**config.mk**
```make
export PLATFORM = sky130hd
export DESIGN_NAME = config_record_verifier_top
export DESIGN_NICKNAME = d
export VERILOG_FILES = /design/src/crv_pkg.sv /design/src/crv_in_stage.sv /design/src/crv_core.sv /design/src/crv_out_stage.sv /design/src/config_record_verifier_top.sv
export SDC_FILE = /design/constraint.sdc
export NUM_CORES = 1
export LEC_CHECK = 0
export CAP_MARGIN = 0
export CORE_MARGIN = 3
export CORE_UTILIZATION = 56
export CTS_CLUSTER_SIZE = 20
export DETAILED_ROUTE_END_ITERATION = 10
export DONT_BUFFER_PORTS = 1
export PLACE_DENSITY = 0.81
export SYNTH_ARGS = -nofsm -noshare
export SYNTH_HDL_FRONTEND = slang
export SYNTH_HIERARCHICAL = 1
export SYNTH_SLANG_ARGS = --single-unit
```
**constraint.sdc**
```tcl
create_clock -name i_clk -period 8.2 [get_ports i_clk]
set_clock_uncertainty 0.1 [all_clocks]
set_input_delay 1.64 -clock i_clk [delete_from_list [all_inputs] [get_ports i_clk]]
set_output_delay 1.64 -clock i_clk [all_outputs]
set_load 0.01 [all_outputs]
```
**src/crv_pkg.sv**
```systemverilog
// crv_pkg: shared types, codes and the crc-32 byte update for the record checker
// no dependencies
package crv_pkg;

    localparam logic [31:0] REC_MAGIC   = 32'h3142_5743;
    localparam logic [15:0] REC_VERSION = 16'd2;
    localparam logic [31:0] CRC_POLY    = 32'hEDB8_8320;
    localparam logic [31:0] CRC_INIT    = 32'hFFFF_FFFF;

    localparam logic [2:0]  MAX_SLOT_RST    = 3'd0;
    localparam logic [15:0] MAX_PAYLOAD_RST = 16'd8176;
    localparam logic [15:0] BUF_SIZE_RST    = 16'd65535;

    localparam int HDR_BYTES = 16;

    typedef enum logic [1:0] {
        CFG_EXPECTED_SLOT = 2'd0,
        CFG_PAYLOAD_LIMIT = 2'd1,
        CFG_BUFFER_SIZE   = 2'd2
    } t_cfg_index;

    typedef enum logic [2:0] {
        ST_OK         = 3'd0,
        ST_BAD_HEADER = 3'd1,
        ST_BAD_SLOT   = 3'd2,
        ST_BAD_LENGTH = 3'd3,
        ST_BAD_CRC    = 3'd4
    } t_status;

    typedef enum logic [1:0] {
        PH_IDLE    = 2'd0,
        PH_HEADER  = 2'd1,
        PH_PAYLOAD = 2'd2,
        PH_DONE    = 2'd3
    } t_phase;

    typedef struct packed {
        logic [7:0] data_byte;
        logic       record_start;
    } t_in_word;

    typedef struct packed {
        logic [2:0]  status;
        logic [15:0] payload_length;
    } t_out_word;

    typedef struct packed {
        logic [2:0]  expected_slot;
        logic [15:0] max_payload;
        logic [15:0] buffer_size;
    } t_cfg;

    // handshake between the pipeline stages
    typedef struct packed {
        logic in_valid;
        logic advance;
    } t_pipe_ctl;

    // reflected crc-32, one byte per call
    function automatic logic [31:0] crc_byte(input logic [31:0] crc_in,
                                             input logic [7:0] data);
        logic [31:0] c;
        c = crc_in ^ {24'd0, data};
        for (int k = 0; k < 8; k++) begin
            c = c[0] ? ((c >> 1) ^ CRC_POLY) : (c >> 1);
        end
        return c;
    endfunction

endpackage

```
**src/crv_in_stage.sv**
```systemverilog
// crv_in_stage: input register for the byte stream
// depends on crv_pkg
module crv_in_stage (
    input  logic              i_clk,
    input  logic              i_rst_n,
    input  logic              i_in_valid,
    output logic              o_in_stall,
    input  crv_pkg::t_in_word i_in_word,
    input  logic              i_advance,
    output logic              o_valid,
    output crv_pkg::t_in_word o_word
);
    import crv_pkg::*;

    logic     r_valid;
    t_in_word r_word;
    logic     load;

    assign load       = !r_valid || i_advance;
    assign o_in_stall = !load;

    always_ff @(posedge i_clk) begin
        if (!i_rst_n) begin
            r_valid <= 1'b0;
        end else if (load) begin
            r_valid <= i_in_valid;
        end
    end

    always_ff @(posedge i_clk) begin
        if (load && i_in_valid) begin
            r_word <= i_in_word;
        end
    end

    assign o_valid = r_valid;
    assign o_word  = r_word;

endmodule

```
**src/crv_core.sv**
```systemverilog
// crv_core: record parser, header checks and payload crc
// depends on crv_pkg
module crv_core (
    input  logic               i_clk,
    input  logic               i_rst_n,
    input  crv_pkg::t_pipe_ctl i_ctl,
    input  crv_pkg::t_in_word  i_word,
    input  crv_pkg::t_cfg      i_cfg,
    output logic               o_res_valid,
    output crv_pkg::t_out_word o_res
);
    import crv_pkg::*;

    t_phase       r_phase, n_phase;
    logic [15:0]  r_count, n_count;
    logic [31:0]  r_crc, n_crc;
    logic [127:0] r_hdr, n_hdr;

    t_phase       eff_phase;
    logic [15:0]  eff_count;
    logic [3:0]   idx;
    logic         step;
    logic         hdr_last;
    logic [15:0]  cnt_inc;
    logic [31:0]  crc_next;
    logic         bad_header, bad_slot, bad_length, pay_last, crc_good;
    logic [15:0]  pay_len;

    assign step      = i_ctl.in_valid && i_ctl.advance;
    assign eff_phase = i_word.record_start ? PH_HEADER : r_phase;
    assign eff_count = i_word.record_start ? 16'd0 : r_count;
    assign idx       = eff_count[3:0];
    assign hdr_last  = (idx == 4'(HDR_BYTES - 1));
    assign cnt_inc   = eff_count + 16'd1;
    assign crc_next  = crc_byte(r_crc, i_word.data_byte);
    assign pay_len   = r_hdr[63:48];

    // header with the current byte put in its lane
    always_comb begin
        n_hdr = r_hdr;
        for (int l = 0; l < HDR_BYTES; l++) begin
            if (idx == 4'(l)) begin
                n_hdr[l*8 +: 8] = i_word.data_byte;
            end
        end
    end

    assign bad_header = (n_hdr[31:0] != REC_MAGIC) || (n_hdr[47:32] != REC_VERSION);
    assign bad_slot   = (n_hdr[127:96] != {29'd0, i_cfg.expected_slot});
    assign bad_length = (n_hdr[63:48] == 16'd0) || (n_hdr[63:48] > i_cfg.max_payload)
                     || (n_hdr[63:48] >= i_cfg.buffer_size);
    assign pay_last   = (cnt_inc >= pay_len);
    assign crc_good   = (~crc_next == r_hdr[95:64]);

    // next state
    always_comb begin
        n_phase = eff_phase;
        n_count = eff_count;
        n_crc   = r_crc;
        case (eff_phase)
            PH_HEADER: begin
                if (!hdr_last) begin
                    n_count = {12'd0, idx} + 16'd1;
                end else if (bad_header || bad_slot || bad_length) begin
                    n_phase = PH_DONE;
                end else begin
                    n_phase = PH_PAYLOAD;
                    n_count = 16'd0;
                    n_crc   = CRC_INIT;
                end
            end
            PH_PAYLOAD: begin
                n_crc   = crc_next;
                n_count = cnt_inc;
                if (pay_last) begin
                    n_phase = PH_DONE;
                end
            end
            default: begin
            end
        endcase
    end

    // result
    always_comb begin
        o_res_valid          = 1'b0;
        o_res.status         = ST_OK;
        o_res.payload_length = 16'd0;
        case (eff_phase)
            PH_HEADER: begin
                if (hdr_last) begin
                    if (bad_header) begin
                        o_res_valid  = i_ctl.in_valid;
                        o_res.status = ST_BAD_HEADER;
                    end else if (bad_slot) begin
                        o_res_valid  = i_ctl.in_valid;
                        o_res.status = ST_BAD_SLOT;
                    end else if (bad_length) begin
                        o_res_valid  = i_ctl.in_valid;
                        o_res.status = ST_BAD_LENGTH;
                    end
                end
            end
            PH_PAYLOAD: begin
                if (pay_last) begin
                    o_res_valid = i_ctl.in_valid;
                    if (crc_good) begin
                        o_res.status         = ST_OK;
                        o_res.payload_length = pay_len;
                    end else begin
                        o_res.status = ST_BAD_CRC;
                    end
                end
            end
            default: begin
            end
        endcase
    end

    always_ff @(posedge i_clk) begin
        if (!i_rst_n) begin
            r_phase <= PH_IDLE;
            r_count <= 16'd0;
            r_crc   <= CRC_INIT;
        end else if (step) begin
            r_phase <= n_phase;
            r_count <= n_count;
            r_crc   <= n_crc;
        end
    end

    always_ff @(posedge i_clk) begin
        if (step && eff_phase == PH_HEADER) begin
            r_hdr <= n_hdr;
        end
    end

`ifndef SYNTH
    a_done_after_result: assert property (@(posedge i_clk) disable iff (!i_rst_n)
        (step && o_res_valid) |=> (r_phase == PH_DONE))
        else $error("phase not finished after a verdict");

    a_ok_has_length: assert property (@(posedge i_clk) disable iff (!i_rst_n)
        (o_res_valid && o_res.status == ST_OK) |-> (o_res.payload_length != 16'd0))
        else $error("ok verdict with zero length");

    a_fail_zero_length: assert property (@(posedge i_clk) disable iff (!i_rst_n)
        (o_res_valid && o_res.status != ST_OK) |-> (o_res.payload_length == 16'd0))
        else $error("failed verdict carries a length");

    a_count_in_payload: assert property (@(posedge i_clk) disable iff (!i_rst_n)
        (r_phase == PH_PAYLOAD) |-> (r_count < pay_len))
        else $error("payload count past record length");

    a_header_count: assert property (@(posedge i_clk) disable iff (!i_rst_n)
        (r_phase == PH_HEADER) |-> (r_count < 16'(HDR_BYTES)))
        else $error("header count out of range");
`endif

endmodule

```
**src/crv_out_stage.sv**
```systemverilog
// crv_out_stage: result register toward the consumer
// depends on crv_pkg
module crv_out_stage (
    input  logic               i_clk,
    input  logic               i_rst_n,
    input  logic               i_res_valid,
    input  crv_pkg::t_out_word i_res,
    output logic               o_advance,
    output logic               o_out_valid,
    input  logic               i_out_stall,
    output crv_pkg::t_out_word o_out_word
);
    import crv_pkg::*;

    logic      r_valid;
    t_out_word r_word;

    // pipeline moves when the result register is empty or being taken
    assign o_advance = !r_valid || !i_out_stall;

    always_ff @(posedge i_clk) begin
        if (!i_rst_n) begin
            r_valid <= 1'b0;
        end else if (o_advance) begin
            r_valid <= i_res_valid;
        end
    end

    always_ff @(posedge i_clk) begin
        if (o_advance && i_res_valid) begin
            r_word <= i_res;
        end
    end

    assign o_out_valid = r_valid;
    assign o_out_word  = r_word;

endmodule

```
**src/config_record_verifier_top.sv**
```systemverilog
// the deciding byte waits in the input register, its verdict in the result register
// throughput: one byte word per cycle; only a stalled, full result register holds input
// the whole check and the byte-wide crc update sit between the input and result registers
// reset (i_rst_n low, synchronous): parser idle, counters cleared, crc all ones,
// expected_slot 0, max_payload 8176, buffer_size 65535; header storage not cleared
// depends on crv_pkg, crv_in_stage, crv_core, crv_out_stage
module config_record_verifier_top (
    input  logic               i_clk,
    input  logic               i_rst_n,
    // byte stream in
    input  logic               i_in_valid,
    output logic               o_in_stall,
    input  crv_pkg::t_in_word  i_in_word,
    // verdict out
    output logic               o_out_valid,
    input  logic               i_out_stall,
    output crv_pkg::t_out_word o_out_word,
    // configuration writes
    input  logic               i_cfg_we,
    input  logic [1:0]         i_cfg_index,
    input  logic [15:0]        i_cfg_data
);
    import crv_pkg::*;

    t_cfg      r_cfg;
    t_pipe_ctl ctl;
    t_in_word  stage_word;
    logic      stage_valid;
    logic      advance;
    logic      res_valid;
    t_out_word res;

    // configuration registers; writes to an unused index are dropped
    always_ff @(posedge i_clk) begin
        if (!i_rst_n) begin
            r_cfg.expected_slot <= MAX_SLOT_RST;
            r_cfg.max_payload   <= MAX_PAYLOAD_RST;
            r_cfg.buffer_size   <= BUF_SIZE_RST;
        end else if (i_cfg_we) begin
            case (i_cfg_index)
                CFG_EXPECTED_SLOT: r_cfg.expected_slot <= i_cfg_data[2:0];
                CFG_PAYLOAD_LIMIT: r_cfg.max_payload   <= i_cfg_data;
                CFG_BUFFER_SIZE:   r_cfg.buffer_size   <= i_cfg_data;
                default: begin
                end
            endcase
        end
    end

    // input word register
    crv_in_stage u_in (
        .i_clk      (i_clk),
        .i_rst_n    (i_rst_n),
        .i_in_valid (i_in_valid),
        .o_in_stall (o_in_stall),
        .i_in_word  (i_in_word),
        .i_advance  (advance),
        .o_valid    (stage_valid),
        .o_word     (stage_word)
    );

    assign ctl.in_valid = stage_valid;
    assign ctl.advance  = advance;

    // header capture, checks and payload crc
    crv_core u_core (
        .i_clk       (i_clk),
        .i_rst_n     (i_rst_n),
        .i_ctl       (ctl),
        .i_word      (stage_word),
        .i_cfg       (r_cfg),
        .o_res_valid (res_valid),
        .o_res       (res)
    );

    // verdict register, decouples the consumer's stall
    crv_out_stage u_out (
        .i_clk       (i_clk),
        .i_rst_n     (i_rst_n),
        .i_res_valid (res_valid),
        .i_res       (res),
        .o_advance   (advance),
        .o_out_valid (o_out_valid),
        .i_out_stall (i_out_stall),
        .o_out_word  (o_out_word)
    );

endmodule
```
==> Yosys cells after proc, flatten, opt, wreduce, memory -nomap -nowiden <==
Cells that the tools add are included.
{ "classes": {"addsub": 2, "magnitude_cmp": 3, "eq_ne": 25, "muxes": 46, "bitwise": 10, "reduce_logical": 28} }
{ "ops": {"columns": ["operator", "n"], "rows": [
  ["$mux W32", 10],
  ["$not A13 Y14", 8],
  ["$mux W8", 12],
  ["$mux W16", 4],
  ["$pmux W32 S2", 1],
  ["$eq A32 B32 Y1", 1],
  ["$eq A4 B4 Y1 const B", 8],
  ["$ge A16 B16 Y1", 2],
  ["$ne A32 B3 Y1", 1],
  ["$ne A32 B30 Y1 const B", 1],
  ["$not A32 Y32", 1],
  ["$pmux W16 S2", 1],
  ["$xor A32 B8 Y32", 1],
  ["$mux W19", 1],
  ["$add A16 B1 Y16 const B", 1],
  ["$eq A4 B3 Y1 const B", 4],
  ["$gt A16 B16 Y1", 1],
  ["$logic_not A16 Y1", 1],
  ["$ne A16 B2 Y1 const B", 1],
  ["$reduce_and A2 Y1", 7],
  ["$mux W2", 5],
  ["$mux W3", 3],
  ["$eq A4 B2 Y1 const B", 2],
  ["$logic_or A1 B1 Y1", 7],
  ["other kinds (17)", 30]
]} }
{ "totals": {"register_bits": 243, "word_cells": 131} }

==> Longest topological paths before layout <==
Gate-level depths: netlist of run 1.
{ "depth": {"word_depth": 22, "depth_mapped": 19, "ltp_nobuf": 17} }

==> Hierarchy <==
Netlist of run 1, hierarchy kept.
{ "modules_own_cells": {"columns": ["mod", "instances", "cells_per_inst", "area_per_inst_um2"], "rows": [
  ["crv_core", 1, 1032, 11084.4],
  ["config_record_verifier_top", 1, 145, 1506.4],
  ["crv_out_stage", 1, 24, 611.8],
  ["crv_in_stage", 1, 13, 317.8]
]} }

==> Worst setup path before layout of run 1 <==
Ideal clock, no wire load.
{ "synth_timing": {"path_kind": "input to register", "startpoint": "input port i_out_stall", "endpoint": "register u_core.r_hdr[64], enable pin", "setup_ns": 0.376, "arrival_time_ns": 5.145, "required_ns": 7.724, "setup_slack_ns": 2.579, "stages": 4, "cell_sequence": "nand2_1 > and3_1 > nand3_1 > a21oi_1"} }
{ "synth_between": {"elab_chain_len": 5} }
{ "synth_lines": {"columns": ["item", "line", "source"], "rows": [
  ["start, declared", "config_record_verifier_top.sv:16", "input logic i_out_stall,"],
  ["$logic_not A1 Y1", "crv_out_stage.sv:19", "assign o_advance = !r_valid || !i_out_stall;"],
  ["$logic_or A1 B1 Y1", "crv_out_stage.sv:19", null],
  ["$logic_and A1 B1 Y1", "crv_core.sv:29", "assign step = i_ctl.in_valid && i_ctl.advance;"],
  ["$logic_and A1 B1 Y1", "crv_core.sv:133", "if (step && eff_phase == PH_HEADER) begin"],
  ["$reduce_and A2 Y1 (no line)", null, null],
  ["end signal, assigned", "crv_core.sv:134", "r_hdr <= n_hdr;"],
  ["end, declared", "crv_core.sv:17", "logic [127:0] r_hdr, n_hdr;"]
]} }
Every way passes these cells.
A chain may end at the register's enable or synchronous reset.

==> Worst setup path in the final report of run 1 <==
{ "layout_timing": {"startpoint": "register u_in.r_word, in the netlist u_in/o_word[0]", "endpoint": "register u_out.r_word, in the netlist u_out/o_out_word[4], enable pin"} }
{ "layout_between": {"elab_chain_len": 12} }
{ "layout_lines": {"columns": ["item", "line", "source"], "rows": [
  ["start, declared", "crv_in_stage.sv:16", "t_in_word r_word;"],
  ["start signal, assigned", "crv_in_stage.sv:32", "r_word <= i_in_word;"],
  ["$mux W16 *", "crv_core.sv:31", "assign eff_count = i_word.record_start ? 16'd0 : r_count;"],
  ["$eq A4 B3 Y1 *", "crv_core.sv:42", "if (idx == 4'(l)) begin"],
  ["$mux W8 *", "crv_core.sv:42", null],
  ["named net u_core.n_hdr[61]", "crv_core.sv:17", null],
  ["$gt A16 B16 Y1 or $logic_not A16 Y1 (tied branches)", "crv_core.sv:50", "assign bad_length = (n_hdr[63:48] == 16'd0) || (n_hdr[63:48] > i_cfg.max_payload)"],
  ["$logic_or A1 B1 Y1", "crv_core.sv:50", null],
  ["$logic_or A1 B1 Y1 *", "crv_core.sv:51", "|| (n_hdr[63:48] >= i_cfg.buffer_size);"],
  ["$mux W1 *", "crv_core.sv:98", "end else if (bad_length) begin"],
  ["$mux W1 *", "crv_core.sv:95", "end else if (bad_slot) begin"],
  ["$mux W1 *", "crv_core.sv:92", "if (bad_header) begin"],
  ["$mux W1 *", "crv_core.sv:91", "if (hdr_last) begin"],
  ["$pmux W1 S2 *", "crv_core.sv:89", "case (eff_phase)"],
  ["named net res_valid", "config_record_verifier_top.sv:30", "logic res_valid;"],
  ["$logic_and A1 B1 Y1 *", "crv_out_stage.sv:30", "if (o_advance && i_res_valid) begin"],
  ["end signal, assigned", "crv_out_stage.sv:31", "r_word <= i_res;"],
  ["end, declared", "crv_out_stage.sv:16", "t_out_word r_word;"]
]} }
Mark *: on every way through the listed nets, which the timed path passes. The rest lies on a longest branch.

==> results of run 1 <==
## registers in the layout (all words and copies together), names as in the netlist
signal             flops
u_core/r_phase         2
r_cfg                 35
u_out/o_out_word      19
u_core/r_count        16
u_out/o_out_valid      1
u_core/r_crc          32
u_in/o_valid           1
u_core/r_hdr         128
u_in/o_word            9
## cells by family (layout without fill, tap and decap cells)
group                      after synthesis  after routing  synth area share (%)
DFF                                    243            243                 47.53
xor gates and xnor gates               121            121                 10.24
muxes                                  106            106                 8.495
adders and majority gates               47             47                 4.349
buffers and inverters                  133            132                 4.303
AOI/OAI and AO/OA                      191            191                 9.995
and+or+nand+nor                        373            373                 15.08
## per-stage QoR
step | area (sq um) | std cells | hold slack (ns)
2_1_floorplan | 13520 | 1214 | 0.3347
3_3_place_gp | 13720 | 1484 | 0.3427
3_5_place_dp | 13720 | 1484 | 0.3512
4_1_cts | 14590 | 1532 | 0.3594
5_1_grt | 14590 | 1532 | 0.4003
6_report | 14590 | 1532 | 0.3555
## layer usage
layer | vias up | share of wire [%] | routed length [um] | GRT usage [%]
met3 | 96 | 6.1 | 1935 | 3.385
met4 | 2 | 3.5 | 1117 | 8.017
li1 | 4412 | - | - | -
met2 | 382 | 49 | 15350 | 40.79
met1 | 4641 | 42 | 13220 | 31.69
met5 | - | 0.041 | 13 | 0
## final timing paths
| check | from | endpoint | slack (ns) | cells after the start |
|---|---|---|---|---|
| setup reg to reg | u_in/o_word[0] | u_out/o_out_word[4] | 2.69 | 14 |
| hold reg to reg | r_cfg[18] | r_cfg[18] | 0.36 | 2 |
| hold / removal | r_cfg[18] | r_cfg[18] | 0.36 | 2 |
| setup / recovery | u_in/o_word[0] | u_out/o_out_word[4] | 2.69 | 14 |
## power groups by stage
| stage | logic [mW] | clock network (mW) | registers (mW) |
|---|---|---|---|
| after floorplan | 0.256 | 0 | 1.36 |
| after global placement | 0.317 | 0 | 1.36 |
| after detailed placement | 0.325 | 0 | 1.36 |
| after CTS | 0.328 | 1.21 | 1.34 |
| after global routing | 0.353 | 1.25 | 1.34 |
| final | 0.330 | 1.19 | 1.34 |
## Yosys cell counts (all sizes together), types with 7 or more instances
master	n
a2bb2oi	32
nand2	98
mux2	70
xnor2	77
xor2	34
nand3b	8
buf	25
nor3	18
and2	23
edfxtp	156
ha	47
a21o	13
a31oi	7
nor2b	40
xnor3	7
a32o	7
clkbuf	38
nor4	26
inv	69
a21oi	38
nand4	27
nand3	31
nor2	52
o21ai	38
o211ai	11
nand4b	9
mux2i	36
dfxtp	87
or4	9
## placed cells by master (no fill, tap or decap), types with 6 or more instances in the layout
cell type and count:
and2_1 23, nor3_1 17, a32o_1 7, clkinv_2 6
xnor3_1 7, edfxtp_1 156, ha_1 47, a2bb2oi_1 32
xnor2_1 65, or4_1 9, xor2_1 32, nand2b_1 6
o21ai_0 37, nor4_1 23, a31oi_1 6, a21oi_1 38
dfxtp_1 87, nand4b_1 9, xnor2_4 7, mux2i_1 36
clkbuf_16 27, o211ai_1 11, nor2b_1 39, nor2_1 51
inv_1 69, mux2_2 70, nand2_1 98, nand3b_1 7
a21o_1 13, nand3_1 31, buf_4 14, nand4_1 27
## worst min-delay path, delay by kind of cell, from the launching register on
kind	cells	cell delay, ns
multiplexers	1	0.05
flip-flops	1	0.31
AND/OR/NAND/NOR	1	0.05
## layout make-up
cell class / instances / area [sq um]
fill: 1857 / 9019
multi-input combinational: 838 / 6531
sequential: 243 / 6426
clock buffer: 34 / 721.9
tap: 319 / 399.1
inverter: 70 / 262.8
clock inverter: 14 / 147.6
timing repair buffer: 14 / 105.1
==> results.md, run 1 <==
* Layout cells sized above 1 at ~13%
* Worst Path Buf+Inv at 1
* Power density over the cells at between 150 and 200 nW/um^2
* Post-Syn Area per Cell at 11.14 sq um
* Gr usage total at 23.96%
* Hold Crit Class: flip-flop to flip-flop
* Die area at about 26,000 sq um
* Seq/Total Area, Yosys at a little under half
* Relative slew slack at roughly 28%
* Total power at between 2 and 3 mW
* Core ar. at 23,610 sq um
* Distinct cells, synth at 80
* CP Cell Sequence: buf_4 > or3b_2 > nor2_2 > o21ai_0 > ha_1 > a21o_1 > a21oi_1 > nor2b_1 > or4_1 > nor4_2 > and2_1 > a21o_1 > a21oi_1 > and2_1
* Minimum clock period at between 5 and 6 ns
* Clock share of power at a little over two fifths
* PortBufs at 0
* Wirelength per Cell at roughly 21 um
* Sw power at between 0.6 and 0.7 mW
* Routed Antenna Nets at 0
* Vias in the first global route at between 9,000 and 10,000
* Slew Limit Fails at 0
* # hold bufs at CTS at 0
* Yosys reg bits at 243
* Worst-path clk slew at ~0.060 ns
* Top_reg_cell synth: edfxtp_1
* Post-layout util at between 60% and 70%
* CP max stage cell: or3b_2
* Kind of end point of the critical path: flip-flop
* First-pass GRT wire length at 50,390 um
* # DRC at 0
* DP HPWL at roughly 21,000 um
* Post-synth top area cell: edfxtp_1
* Vias at roughly 9,500
* Pre-CTS setup slack at 2.817 ns
* Clock latency on the worst-skew pair at between 0.5 and 0.6 ns
* CTS tree: yes
* Die width at 161.4 um
* CP delay by family, top: simple AND/OR/NAND/NOR gates
* Least-Margin Pin Slew at about 1.1 ns
* Final Cycle Share at approximately two thirds
* Ant. Diodes at 0
* Asr flop ratio synth at 0%
* Clock tree buffer depth at 3
* Int Power at approximately 2.2 mW
* Worst EP arrival at roughly 5.6 ns
* Total wire length at 31,630 um
* Worst endpoint required time at between 8 and 9 ns
* Inserted Clock Buffers at 26
* Comb pwr share at about 12%
* Area Growth Syn to Fin at 7.940%
* Total gr overflow at 0
* Maxcap violations at 0
* Yosys warns at 6
* Initial DRC Count at 973
* Avg Vias per Cell at a little over 6
* Startpoint Class: flip-flop
* Sw Share at between 20% and 30%
* Post-Syn Area at between 10,000 and 15,000 sq um
* Unrepaired setup endpoints after global routing: false
* Initial Util at 57.26%
* Max incr delay on CP at 0.60 ns
* I/O pins at 53
* Largest net degree at the start of global routing at 74
* Max rail drop VDD at 139.3 uV
* Post-synth EDFFs at approximately 160
* Hold Vio Cnt, Final at 0
* Post-CTS Setup Repair Bufs at 0
* Resized Gates After CTS at 0
* RePlAce Congestion at 0.9172
* Antenna violations before repair at 1
* H-tree depth at 1
* CTS Root Buffer Type: clkbuf_16
* Nets@finish at between 1,000 and 1,500
* Seq pwr share at a little under half
* Critical-path maximum fanout at 37
* Row Count at 56
* Cell count after synthesis at ~1,200
* Status: complete, no violations
* Setup tns final at 0 ns
* Final setup violation count at 0
* Drt pass-1 iters at 7
* Post-route setup slack at around 2.7 ns
* Leak at ~5.4 nW
* Height of the die at 161.4 um
* Synth top area share at ~35%
* Clk sinks at around 240
* Critical path type: flip-flop to flip-flop
* Synthesized Nets at 1,293
* Largest cells by area after synthesis: edfxtp_1 (35%), dfxtp_1 (13%), mux2_2 (5.8%)
* Max frequency at about 180 MHz
(Power assumes the default switching activity.)
==> run 2: changes to the inputs <==
- ABC_AREA: default -> 1
- clock period: 8.2 -> 5.4 ns (I/O delays scaled with it)
==> run 2 against run 1 <==
Routed wire length increased by 13%. Largest cell class is now registers. Highest routed layer is now met4. Sequential share of layout area down 1.9 points. Sequential cell count is the same. Clock-buffer cell count down 4. Synthesized cell count increased by 52%. Combinational power rose by 70%. Die area is 3.3% higher. Global-route usage increased by 2.7 points. Core utilization up 0.59 points. Setup slack lost 2.0 ns.
==> results.md, run 2 <==
* Gr usage total at 26.68% (+2.7 points)
* Initial DRC Count at 1,229 (+26%)
* Clock latency on the worst-skew pair at 0.55 ns (+0.02 ns)
* Critical-path maximum fanout at 19 (-49%)
* Core ar. at 24,460 sq um (+3.6%)
* Startpoint Class: flip-flop
* Post-synth EDFFs at 156 (unchanged)
* Power density over the cells at 307.2 nW/um^2 (+57%)
* Vias in the first global route at 11,240 (+20%)
* Inserted Clock Buffers at 27 (+3.8%)
* Initial Util at 57.19% (-0.071 points)
* Top reg by flops: u_core/r_hdr
* Wirelength per Cell at 16.47 um (-20%)
* Largest net degree at the start of global routing at 98 (+32%)
* Ant. Diodes at 0 (unchanged)
* Worst EP arrival at 4.83 ns (-0.73 ns)
* PortBufs at 0 (unchanged)
* Layout cells sized above 1 at 5.609% (-7.8 points)
* Height of the die at 164.1 um (+1.7%)
* Hold Vio Cnt, Final at 0 (unchanged)
* Yosys reg bits at 243 (unchanged)
* Synthesized Nets at 1,923 (+49%)
* Crit path from: u_in/o_word[0]
* Worst-path clk slew at 0.06 ns (about the same)
* Die area at 26,910 sq um (+3.3%)
* # DRC at 0 (unchanged)
* Drt pass-1 iters at 6 (-1)
* CTS Root Buffer Type: clkbuf_16
* Post-Syn Area per Cell at 7.587 sq um (-32%)
* Resized Gates After CTS at 0 (unchanged)
* Final setup violation count at 0 (unchanged)
* Total power at 4.689 mW (+64%)
* Avg Vias per Cell at 5.505 (-12%)
* Total wire length at 35,870 um (+13%)
* Hold Crit Class: flip-flop to flip-flop
* Top_reg_cell synth: edfxtp_1
* # hold bufs at CTS at 0 (unchanged)
* Maxcap violations at 0 (unchanged)
* Distinct cells, synth at 42 (-48%)
* Slew Limit Fails at 0 (unchanged)
* Critical path type: flip-flop to flip-flop
* RePlAce Congestion at 0.9628 (+5.0%)
* Kind of end point of the critical path: flip-flop
* Post-synth top area cell: edfxtp_1
* CP max stage cell: edfxtp_1
* DP Area at 14,270 sq um (+4.0%)
* Reg2reg start: u_in/o_word[0]
* Max reg flops at 128 (unchanged)
* Clk sinks at 243 (unchanged)
* H-tree depth at 1 (unchanged)
* Nets@finish at 1,912 (+50%)
* Total gr overflow at 0 (unchanged)
* Final Cycle Share at 87.15% (+20 points)
* Area Growth Syn to Fin at 9.105%
* Clock tree buffer depth at 3 (unchanged)
* Crit-path most repeated cell: nand2_1
* Max incr delay on CP at 0.59 ns (about the same)
* DP HPWL at 25,170 um (+18%)
* Status: complete, no violations
* CP Cell Sequence: inv_2 > nand3_1 > nor2_2 > nand2_1 > nor2_2 > nand2_1 > nor2_1 > nand3_1 > nor2_1 > nand2_1 > nor2_1 > nand2_1 > nand2_1 > and2_1 > ha_1 > nand4_1 > nor3_1 > nand2_1 > nand2_1 > nand2_1 > a21oi_1 > inv_1 > a21oi_2 > buf_4
* Minimum clock period at 4.706 ns (-0.8026 ns)
* Setup tns final at 0 ns (unchanged)
* Largest regs: u_core/r_hdr: 128 flops, r_cfg: 35 flops, u_core/r_crc: 32 flops
* Cell count after synthesis at 1,844 (+52%)
* Hold_ws at 0.3552 ns (-0.0003530 ns)
* Post-synth top cells: nand2_1 (585), inv_1 (248), nor2_1 (157)
* Yosys warns at 6 (unchanged)
* Post-layout util at 62.40% (+0.59 points)
* Commonest non-fill, non-tap cells in the layout: nand2_1 (585), inv_1 (248), nor2_1 (156), edfxtp_1 (156)
* Die width at 164.1 um (+1.7%)
* Antenna violations before repair at 0 (-1)
* Least-Margin Pin Slew at 1.077 ns (+0.0006124 ns)
* Asr flop ratio synth at 0% (unchanged)
* Fin area at 15,260 sq um (+4.6%)
* Min-delay src: r_cfg[14]
* Largest cells by area after synthesis: edfxtp_1 (33%), nand2_1 (16%), dfxtp_1 (12%)
* Seq/Total Area, Yosys at 45.94% (-1.6 points)
* Row Count at 57 (+1.8%)
* R2R Setup Slk at 0.69 ns (-2.00 ns)
* CTS tree: yes
* Worst endpoint required time at 5.53 ns (-2.72 ns)
* Relative slew slack at 28.01% (-0.21 points)
* Leak at 7.024 nW (+31%)
* Vias at 11,990 (+26%)
* Routed Antenna Nets at 0 (unchanged)
* Unrepaired setup endpoints after global routing: false
* First-pass GRT wire length at 57,390 um (+14%)
* Max rail drop VDD at 272.5 uV (+96%)
* Synth top area share at 33.49% (-1.2 points)
* Most frequent cell after synthesis: nand2_1
* Most common cell after layout, fill and taps aside: nand2_1
* Max frequency at 212.5 MHz (+17%)
* Post-CTS Setup Repair Bufs at 0 (unchanged)
* Post-Syn Area at 13,990 sq um (+3.5%)
* I/O pins at 53 (unchanged)
-- run 2: metrics by stage --
step	instances	setup WS (ns)
finish	2178	0.6939
global route	2178	0.1518
CTS	2178	0.7426
detailed placement	2128	0.7655
global placement	2128	0.9415
floorplan	1844	0.8978
-- run 2: final cells by class --
class                           count  area, sq um
Sequential cell                   243         6426
Tap cell                          324        405.4
Timing Repair Buffer               23        185.2
Clock buffer                       30        686.9
Fill cell                        2034         9199
Multi-Input combinational cell   1282         6286
Clock inverter                     20        305.3
Inverter                          256        968.4
-- run 2: report_power, final --
group          switching (mW)  internal [mW]  leakage [nW]  total (mW)
combinational           0.384          0.178          4.44       0.562
clock                   0.766           1.30         0.476        2.06
sequential             0.0396           2.03          2.11        2.07
-- run 2: cells by family after synthesis --
family / after synthesis / share of synthesized area (%)
adder cells (fa/ha/maj): 47 / 4.204
AND/OR/NAND/NOR: 958 / 28.75
flip-flops: 243 / 45.94
AO/OA/AOI/OAI: 215 / 7.906
buffers and inverters: 319 / 9.212
XOR/XNOR: 62 / 3.989
-- run 2: metal layers --
layer	GRT usage, %	wire length [um]	vias to the layer above
met4	10.65	1418	0
met5	0	0	-
li1	-	-	5923
met3	3.834	2952	100
met1	34.13	14500	5435
met2	45.68	17000	531
-- run 2: worst max-delay path: cells and delay by family (launching register included) --
family,cells,cell delay [ns]
and+or+nand+nor,18,2.60
buffers and inverters,3,0.68
DFF,1,0.59
AOI/OAI and AO/OA,2,0.27
adders and majority gates,1,0.16
-- run 2: path summary, 6_finish.rpt --
path                          end  cells past startpoint
max          u_out/o_out_word[17]                     24
min                     r_cfg[14]                      2
max reg2reg  u_out/o_out_word[17]                     24
min reg2reg             r_cfg[14]                      2
==> run 3: changes to the inputs <==
- CELL_PAD_IN_SITES_DETAIL_PLACEMENT: default -> 1
- CELL_PAD_IN_SITES_GLOBAL_PLACEMENT: default -> 1
- CORE_UTILIZATION: 56 -> 48
- PLACE_DENSITY: 0.81 -> 0.9
==> run 3 against run 2 <==
Clock-buffer cell count grew 4. Clock power decreased by 8%. Via count grew 6.7%. Routed wire length rose by 29%. Core utilization decreased by 8.3 points. Critical path type unchanged. Largest cell class unchanged. Largest power group unchanged.
==> results.md, run 3 (same netlist as run 2, synthesis figures left out) <==
* CTS tree: yes
* Clock tree buffer depth at 3 (unchanged)
* PortBufs at 0 (unchanged)
* Hold Crit Class: flip-flop to flip-flop
* Least-Margin Pin Slew at 1.217 ns (+0.1393 ns)
* Critical path type: flip-flop to flip-flop
* Final Cycle Share at 92.01% (+4.9 points)
* Sw Share at 27.67% (+2.3 points)
* Top reg by flops: u_core/r_hdr
* Total power at 4.566 mW (-2.6%)
* I/O pins at 53 (unchanged)
* Worst setup endpoint: u_out/o_out_word[17]
* Avg Vias per Cell at 5.710 (+3.7%)
* Nets@finish at 1,917 (+0.26%)
* Hold Vio Cnt, Final at 0 (unchanged)
* Startpoint Class: flip-flop
* Worst R2R End: u_out/o_out_word[17]
* Maxcap violations at 0 (unchanged)
* Gr usage total at 29.28% (+2.6 points)
* Status: complete, no violations
* Core ar. at 28,240 sq um (+15%)
* Routed Antenna Nets at 0 (unchanged)
* Die area at 31,230 sq um (+16%)
* Hold_ws at 0.3563 ns (+0.001116 ns)
* Max frequency at 201.3 MHz (-5.3%)
* Int Power at 3.303 mW (-5.6%)
* Post-layout util at 54.10% (-8.3 points)
* # DRC at 0 (unchanged)
* # hold bufs at CTS at 0 (unchanged)
* Power density over the cells at 298.8 nW/um^2 (-2.7%)
* DP HPWL at 31,710 um (+26%)
* Critical-path maximum fanout at 19 (unchanged)
* Worst reg2reg path depth at 25 (+4.2%)
* Row Count at 61 (+7.0%)
* Clock share of power at 41.3% (-2.7 points)
* Commonest non-fill, non-tap cells in the layout: nand2_1 (585), inv_1 (248), nor2_1 (156), edfxtp_1 (156)
* Height of the die at 176.7 um (+7.7%)
* Die width at 176.7 um (+7.7%)
* Reg2reg start: u_in/o_word[0]
* Drt pass-1 iters at 5 (-1)
* Relative slew slack at 18.59% (-9.4 points)
* CTS Root Buffer Type: clkbuf_16
* Kind of end point of the critical path: flip-flop
* Largest net degree at the start of global routing at 63 (-36%)
* Area Growth Syn to Fin at 9.212% (about the same)
* RePlAce Congestion at 0.9193 (-4.5%)
* Fillers at 3,592 (+77%)
* Total gr overflow at 0 (unchanged)
* Vias at 12,790 (+6.7%)
* Vias in the first global route at 13,480 (+20%)
* Initial Util at 49.54% (-7.6 points)
* Initial DRC Count at 1,051 (-14%)
* Largest regs: u_core/r_hdr: 128 flops, r_cfg: 35 flops, u_core/r_crc: 32 flops
* Inserted Clock Buffers at 28 (+3.7%)
* Antenna violations before repair at 1 (+1)
* Total wire length at 46,190 um (+29%)
* Seq pwr share at 45.2% (+1.2 points)
* Clk sinks at 243 (unchanged)
* R2R Setup Slk at 0.43 ns (-0.26 ns)
* Max rail drop VDD at 216.1 uV (-21%)
* Slew Limit Fails at 0 (unchanged)
* Comb pwr share at 13.4% (+1.4 points)
* Max reg flops at 128 (unchanged)
* First-pass GRT wire length at 72,320 um (+26%)
* Worst EP arrival at 5.12 ns (+0.29 ns)
* Leak at 7.000 nW (-0.34%)
* Crit path from: u_in/o_word[0]
* Layout cells sized above 1 at 5.860% (+0.25 points)
* Sw power at 1.263 mW (+6.2%)
* Minimum clock period at 4.968 ns (+0.2623 ns)
* Wirelength per Cell at 20.62 um (+25%)
* Worst endpoint required time at 5.55 ns (+0.02 ns)
* Clock latency on the worst-skew pair at 0.57 ns (+0.02 ns)
* Most common cell after layout, fill and taps aside: nand2_1
* Worst-path clk slew at 0.06 ns (about the same)
* H-tree depth at 1 (unchanged)
* Final setup violation count at 0 (unchanged)
[run 3: layout make-up]
class	instances	area [sq um]	share of cell area, %
well taps	378	473.0	3.096
clock buffers	34	723.2	4.733
clock inverters	18	172.7	1.130
inverters	256	969.7	6.347
flip-flops and latches	243	6426	42.06
repair buffers	27	202.7	1.327
diodes	2	5.005	0.03276
multi-input cells	1282	6306	41.27
[run 3: worst min path at each step]
| stage | startpoint | end | slack, ns | cells after the start |
|---|---|---|---|---|
| after CTS | r_cfg[23] | r_cfg[23] | 0.36 | 2 |
| after global placement | r_cfg[25] | r_cfg[25] | 0.34 | 2 |
| after floorplan | r_cfg[10] | r_cfg[10] | 0.33 | 2 |
| after detailed placement | r_cfg[23] | r_cfg[23] | 0.34 | 2 |
| final | r_cfg[23] | r_cfg[23] | 0.36 | 2 |
| after global routing | r_cfg[23] | r_cfg[23] | 0.39 | 2 |
[run 3: power groups by stage]
stage,clock network (mW),registers [mW],logic (mW)
after floorplan,0,2.09,0.438
after global placement,0,2.10,0.553
after detailed placement,0,2.10,0.591
after CTS,1.92,2.06,0.604
after global routing,1.99,2.07,0.681
final,1.89,2.07,0.614
[run 3: worst max-delay path, stage by stage, from the launching register on]
cell      delay (ns)
edfxtp_1        0.47
clkinv_2        0.23
nand3_1         0.28
nor2_4          0.27
nand2_1         0.15
nor2_2          0.21
nand2_1         0.16
nor2_1          0.19
nand3_1         0.14
nor2_1          0.20
nand2_1         0.10
nor2_1          0.15
nand2_1         0.07
nand2_1         0.08
and2_1          0.15
ha_1            0.18
nand4_1         0.13
nor3_1          0.21
nand2_1         0.09
nand2_1         0.09
nand2_1         0.05
buf_4           0.21
a21oi_1         0.17
inv_1           0.10
a21oi_2         0.14
buf_4           0.29
[run 3: per-layer routing]
layer / vias up / share of wire (%) / track usage (%)
li1: 5947 / - / -
met1: 6213 / 38 / 33.50
met2: 469 / 51 / 53.31
met3: 162 / 6.1 / 4.483
met4: 0 / 4.9 / 14.17
met5: - / 0 / 0
[run 3: repair_timing]
action,in CTS,in global routing
endpoints found under the setup margin,0,23
setup buffers,0,1
hold endpoints to repair,0,0
resized for setup,0,2
[run 3: stage by stage]
step           setup TNS, ns  std cells  instance area [sq um]  setup WS [ns]
6_report                   0       2240                  15280         0.4315
2_1_floorplan              0       1844                  14000         0.8978
3_3_place_gp               0       2185                  14360         0.7808
4_1_cts                    0       2237                  15260         0.2193
5_1_grt              -0.1595       2239                  15280      -0.009698
3_5_place_dp               0       2185                  14360         0.4051
